**src/rtl/core/rzb_pkg.sv**
```systemverilog
`default_nettype none
// -----------------------------------------------------------------------------
// rzb_pkg: shared types and constants of the rolling z-score band signal
// Field widths, fixed-point constants, register indexes and the job record
// passed from the front end to the back end.
// -----------------------------------------------------------------------------
package rzb_pkg;

    localparam int INSTRUMENTS_DEF = 16;
    localparam int WINDOW_MAX_DEF  = 256;
    localparam int PRICE_BITS_DEF  = 24;

    localparam int ID_W     = 4;
    localparam int PRICE_W  = 24;
    localparam int REGIME_W = 2;
    localparam int SCORE_W  = 16;
    localparam int CONF_W   = 16;
    localparam int WLEN_W   = 9;
    localparam int THR_W    = 16;
    localparam int PADDR_W  = 3;
    localparam int PDATA_W  = 32;

    // Widest window count (WINDOW_MAX up to 1024) and the 64-bit sum lanes.
    localparam int N_W   = 11;
    localparam int SUM_W = 64;

    // Shared divider: 80-bit dividend, 64-bit divisor.
    localparam int DVD_W = 80;
    localparam int DVS_W = 64;

    localparam int Z_W       = 23;
    localparam int SCORE_M_W = 15;

    localparam logic [0:0] REG_WLEN = 1'b0;
    localparam logic [0:0] REG_THR  = 1'b1;

    localparam logic [WLEN_W-1:0] WLEN_RST = 9'd20;
    localparam logic [THR_W-1:0]  THR_RST  = 16'd512;

    localparam logic [REGIME_W-1:0] REGIME_MR    = 2'd0;
    localparam logic [REGIME_W-1:0] REGIME_TREND = 2'd1;

    localparam logic [CONF_W-1:0] CONF_MR    = 16'd51118;
    localparam logic [CONF_W-1:0] CONF_TREND = 16'd27525;
    localparam logic [CONF_W-1:0] CONF_OTHER = 16'd38011;

    localparam logic [Z_W-1:0]       Z_SAT     = 23'd8388607;
    localparam logic [SCORE_M_W-1:0] SCORE_SAT = 15'd32767;

    // floor(x/6) = (x * ceil(2^26/6)) >> 26, exact for x below 2^25.
    localparam int             RECIP_SH = 26;
    localparam int             RECIP_W  = 24;
    localparam logic [RECIP_W-1:0] RECIP6 = 24'd11184811;

    localparam int QUEUE_DEPTH = 2;

    typedef struct packed {
        logic [ID_W-1:0]     id;
        logic [PRICE_W-1:0]  price;
        logic [REGIME_W-1:0] regime;
        logic [N_W-1:0]      n;
        logic [SUM_W-1:0]    s;
        logic [SUM_W-1:0]    s2;
    } t_job;

endpackage
`default_nettype wire

```
**src/rtl/core/rzb_queue.sv**
```systemverilog
`default_nettype none
// -----------------------------------------------------------------------------
// rzb_queue: short job queue
// Small FIFO between the window update and the statistics engine.
// -----------------------------------------------------------------------------
module rzb_queue import rzb_pkg::*; (
    input  wire logic i_clk,
    input  wire logic i_rst_n,
    input  wire logic i_push,
    input  wire t_job i_job,
    output logic      o_full,
    input  wire logic i_pop,
    output logic      o_empty,
    output t_job      o_job
);
    localparam int PTW = (QUEUE_DEPTH > 1) ? $clog2(QUEUE_DEPTH) : 1;
    localparam int CTW = $clog2(QUEUE_DEPTH + 1);

    t_job           r_mem [QUEUE_DEPTH];
    logic [PTW-1:0] r_wptr;
    logic [PTW-1:0] r_rptr;
    logic [CTW-1:0] r_cnt;

    assign o_full  = (r_cnt == CTW'(QUEUE_DEPTH));
    assign o_empty = (r_cnt == '0);
    assign o_job   = r_mem[r_rptr];

    always_ff @(posedge i_clk) begin
        if (!i_rst_n) begin
            r_wptr <= '0;
            r_rptr <= '0;
            r_cnt  <= '0;
        end else begin
            if (i_push) begin
                r_wptr <= (r_wptr == PTW'(QUEUE_DEPTH - 1)) ? '0 : r_wptr + 1'b1;
            end
            if (i_pop) begin
                r_rptr <= (r_rptr == PTW'(QUEUE_DEPTH - 1)) ? '0 : r_rptr + 1'b1;
            end
            if (i_push && !i_pop) begin
                r_cnt <= r_cnt + 1'b1;
            end else if (i_pop && !i_push) begin
                r_cnt <= r_cnt - 1'b1;
            end
        end
    end

    always_ff @(posedge i_clk) begin
        if (i_push) begin
            r_mem[r_wptr] <= i_job;
        end
    end
endmodule
`default_nettype wire

```
**config.mk**
```make
export PLATFORM = sky130hd
export DESIGN_NAME = rzb_queue
export DESIGN_NICKNAME = d
export VERILOG_FILES = /design/src/rtl/core/rzb_pkg.sv /design/src/rtl/core/rzb_queue.sv
export SDC_FILE = /design/constraint.sdc
export NUM_CORES = 1
export LEC_CHECK = 0
export BUFFER_PORTS_ARGS = -buffer_cell sky130_fd_sc_hd__buf_4
export CAP_MARGIN = 20
export CORE_ASPECT_RATIO = 0.75
export CORE_MARGIN = 2
export CORE_UTILIZATION = 52
export CTS_CLUSTER_DIAMETER = 30
export DETAILED_ROUTE_END_ITERATION = 6
export PLACE_DENSITY = 0.88
export SYNTH_ARGS = -nofsm -noshare
export SYNTH_HDL_FRONTEND = slang
export SYNTH_SLANG_ARGS = --single-unit
```
**constraint.sdc**
```tcl
create_clock -name i_clk -period 13.3 [get_ports i_clk]
set_input_delay 1.995 -clock i_clk [delete_from_list [all_inputs] [get_ports i_clk]]
set_output_delay 1.995 -clock i_clk [all_outputs]
set_load 0.03 [all_outputs]
```
; ---- Word level (Yosys, flattened, before mapping)
; Memory sizes are Yosys's and may differ from the RTL's. A register that Yosys moved wholly into a read port is not among the register bits.
; Cells that the tools add are included.
[totals]
ff_bits = 4
ramBits = 338
input_bits = 173
out_inout_bits = 171
elab_cells = 23
n_memories = 1
[op_classes]
add_sub_neg = 4
eq_ne = 1
n_mux = 8
reduce_logical = 6
[memory_table]
columns = memory, depth, word_bits, rd, rd_ports_with_merged_regs, write_ports, line_no
row1 = r_mem, 2, 169, 1, 1, 1, rzb_queue.sv:19  ; t_job r_mem [QUEUE_DEPTH];
[ops]
columns = cell, n
row1 = 1-bit 2-to-1 mux, 6
row2 = 2-bit 2-to-1 mux, 2
row3 = 1-bit adder (second input constant), 2
row4 = 2-bit by 1-bit adder with 2-bit output (second input constant), 1
row5 = 2-bit equality test (second input constant), 1
row6 = 1-bit logical AND, 2
row7 = 1-bit zero test, 2
row8 = 2-bit zero test, 1
row9 = 2-bit nonzero test, 1
row10 = 2-bit by 1-bit subtractor with 2-bit output (second input constant), 1

; ---- Logic depth before layout (Yosys ltp)
[depth]
depth_word = 4
mapped_depth = 5
ltp_nobuf = 5

; ---- Worst setup path before layout
; OpenSTA, ideal clock, no wires.
[synth_timing]
kind = input-to-reg
from = input port i_push
to = memory r_mem[0][0] (netlist name) (enable)
setup_ns = 0.720
arrival_ns = 9.325
required_ns = 12.580
path_slack_ns = 3.255
path_stages = 1
n_path_buf = 0
cell_sequence = nor2b_1
[synth_between]
elab_chain_len = 2
[synth_lines]
columns = item, line_no
row1 = from (decl), rzb_queue.sv:9  ; input wire logic i_push,
row2 = 1-bit 2-to-1 mux, rzb_queue.sv:49  ; if (i_push) begin
row3 = 1-bit 2-to-1 mux (implied by the code), rzb_queue.sv:50  ; r_mem[r_wptr] <= i_job;
row4 = to (decl), rzb_queue.sv:19
; Every way passes these cells.

==> impl_metrics.ini <==
[status]
outcome = finished clean

[min_path]
hold_depth = 2
hold_class = reg2reg
hp-start = r_cnt[1]$_SDFFE_PN0P_
min_to = r_cnt[1]$_SDFFE_PN0P_

[placed_design]
dp_hpwl_um = 17600
io_buffers = 343
gp_congestion = 0.820
dp.cells = 1209

[run]
maxCapViolations = 0

[detailed_routing]
wire_per_inst_um = 21.3
remaining_drc_errors = 0
dr.pass1.iters = 4
wl_um = 27800
drt.antenna.violating_nets = 0
drtIter0Drc = 421
viasPerCell = 5.09
vias = 6647

[synthesis]
synth_cell_types = 17
yosys_warnings = 0
synthCells = 548
yosysSeqAreaShare = 0.799
synth.avg_cell_area_um2 = 23.4
ys_ff_latch = 343
netlist_area_mm2 = 0.0128
syn_nets = 722

[pwr]
ir_worst_vdd_v = 0.000162
p_leak_nw = 6.87
p_seq_frac = 0.413
switching_share = 0.233
power_frac_clock = 0.461
p_per_area_mw_per_mm2 = 176
power_frac_comb = 0.125
p_total_mw = 3.09
p_int_mw = 2.37
power.switching_mw = 0.720

[clock_tree]
clk_latency_ns = 0.53
cts_tree = yes
clk_path_buf_depth = 3
cts_resized = 0
numCtsBuffers = 52
path_clk_slew_ns = 0.05
clock-root-buffer = clkbuf_16
cts-hold-fix-buffers = 0
htree_levels = 2
numClockSinks = 343
post_cts_buffers = 0

[sta]
rsz0062_at_grt = false
hold_viol = 0
worst_pin_slew_ns = 1.01
fin_crit_sh = 0.448
finalSetupViolations = 0
finalMaxSlewViolations = 0
slew_headroom = 0.328
fin_skew_ns = 0.0127
finalCriticalPeriod_ns = 5.96
finalSetupTns_ns = 0
fmax_ghz = 0.168

[floorplan]
initial_core_util = 0.533
die_area_mm2 = 0.0260
die_w_um = 185
design.core.area_mm2 = 0.0241
die_h_um = 140
ios = 344
rows = 49

[grt]
grt_pass1_wl_um = 40500
antenna_found_initial = 1
grt_max_degree = 70
grt_use_total = 0.210
grt_pass1_vias = 7113
grt_overflow = 0

[worst_setup_path]
endpoint_kind = primary output
criticalPathCategory = reg2out
critPathMaxFanout = 63
r2r-start = r_wptr$_SDFFE_PN0P_
critical_path_required_ns = 11.31
reg2regPathDepth = 3
r2r-end = r_mem[0][132]$_DFFE_PP_
rrSetupSlack_ns = 9.97
cp.arrival_ns = 3.96
startpoint_type = flop

[finish]
fin_cells = 1307
fillers = 1392
fin_util = 0.729
antenna-diode-count = 0
multi_input_area_mm2 = 0.00240
ff_latch_area_mm2 = 0.0103
drive_gt1_frac = 0.626
synthToLayoutAreaGrowth_pct = 36.9
num-nets-final = 1106
## flip-flops by register name, summed over array words and instances (netlist names), named ones only
register,flops
r_cnt,2
r_mem,338
r_wptr,1
r_rptr,1
## routing by layer
metal | up-vias | track usage | share of wire
met2 | 324 | 0.364 | 0.50
met5 | - | 0 | 0.00057
met1 | 3288 | 0.239 | 0.37
li1 | 2977 | - | -
met4 | 2 | 0.0723 | 0.027
met3 | 56 | 0.0772 | 0.10
## layout by cell type (no fill, tap or decap), types with 2 or more instances in the layout
cell type   Yosys  routed
buf_4           0     349
dfxtp_1         5       4
clkbuf_16       0      53
clkbuf_8        0       2
mux2_2         68      68
xor2_1          2       2
mux2_4        101     101
inv_6           0       7
edfxtp_1      338     338
clkinvlp_4      0       5
clkinv_2        0       7
clkinv_1        0       4
clkinv_4        0       4
nor2b_1         3       2
inv_8           0       2
clkbuf_1        0       4
bufinv_16       0      10
and2_1          4       3
## kinds of logic after synthesis
logic type	after synthesis	synth area share
DFF	343	0.799
muxes	169	0.178
buffers and inverters	20	0.0145
and+or+nand+nor	9	0.00419
AOI/OAI and AO/OA	3	0.00156
xor gates and xnor gates	3	0.00205
adders and majority gates	1	0.000975
## stage by stage
stage / hold slack (ns) / area, µm² / worst slack, ns
2_1_floorplan: 0.473 / 12800 / 3.25
3_3_place_gp: 0.490 / 15700 / 7.95
3_5_place_dp: 0.552 / 15700 / 7.90
4_1_cts: 0.558 / 17600 / 7.32
5_1_grt: 0.612 / 17600 / 7.16
6_report: 0.561 / 17600 / 7.34
## Yosys cell counts
cell	instances	area (µm²)
nor2_1	1	3.75
mux2_2	68	766
o21a_1	1	7.51
and2_1	4	25.0
buf_6	14	158
a21boi_0	1	7.51
edfxtp_1	338	10100
xor2_1	2	17.5
o21ai_0	1	5.00
nor2b_1	3	18.8
buf_2	5	25.0
ha_1	1	12.5
mux2_4	101	1520
inv_1	1	3.75
xnor2_1	1	8.76
dfxtp_1	5	100
or3_1	1	6.26
## power groups by stage
stage	Clock [mW]	Combinational [mW]	Sequential, mW
2_1_floorplan	0	0.250	1.29
3_3_place_gp	0	0.379	1.29
3_5_place_dp	0	0.386	1.30
4_1_cts	1.45	0.390	1.28
5_1_grt	1.50	0.405	1.28
6_report	1.42	0.387	1.28
## worst max-delay path, stage by stage, from the launching register on
cell and delay [ns]:
dfxtp_4 0.94, buf_4 0.90, buf_4 0.85, mux2_2 0.41
buf_4 0.17
## how the worst max path moves through the flow
| stage | start | endpoint | slack, ns | cells past startpoint |
|---|---|---|---|---|
| global route | flop | o_job[157] | 7.16 | 4 |
| floorplan | i_push | r_mem[0][0]$_DFFE_PP_ | 3.25 | 1 |
| CTS | flop | o_job[157] | 7.32 | 4 |
| detailed placement | flop | o_job[157] | 7.90 | 4 |
| global placement | flop | o_job[157] | 7.95 | 4 |
| finish | flop | o_job[157] | 7.34 | 4 |
## final cells by class
cell class | count | area share
clock inverter | 39 | 0.0288
inverter | 1 | 0.000214
clock buffer | 59 | 0.0779
timing repair buffer | 349 | 0.149
tap | 331 | 0.0236
multi-input combinational | 185 | 0.137
sequential | 343 | 0.584
Power figures use the tool's default switching activity.
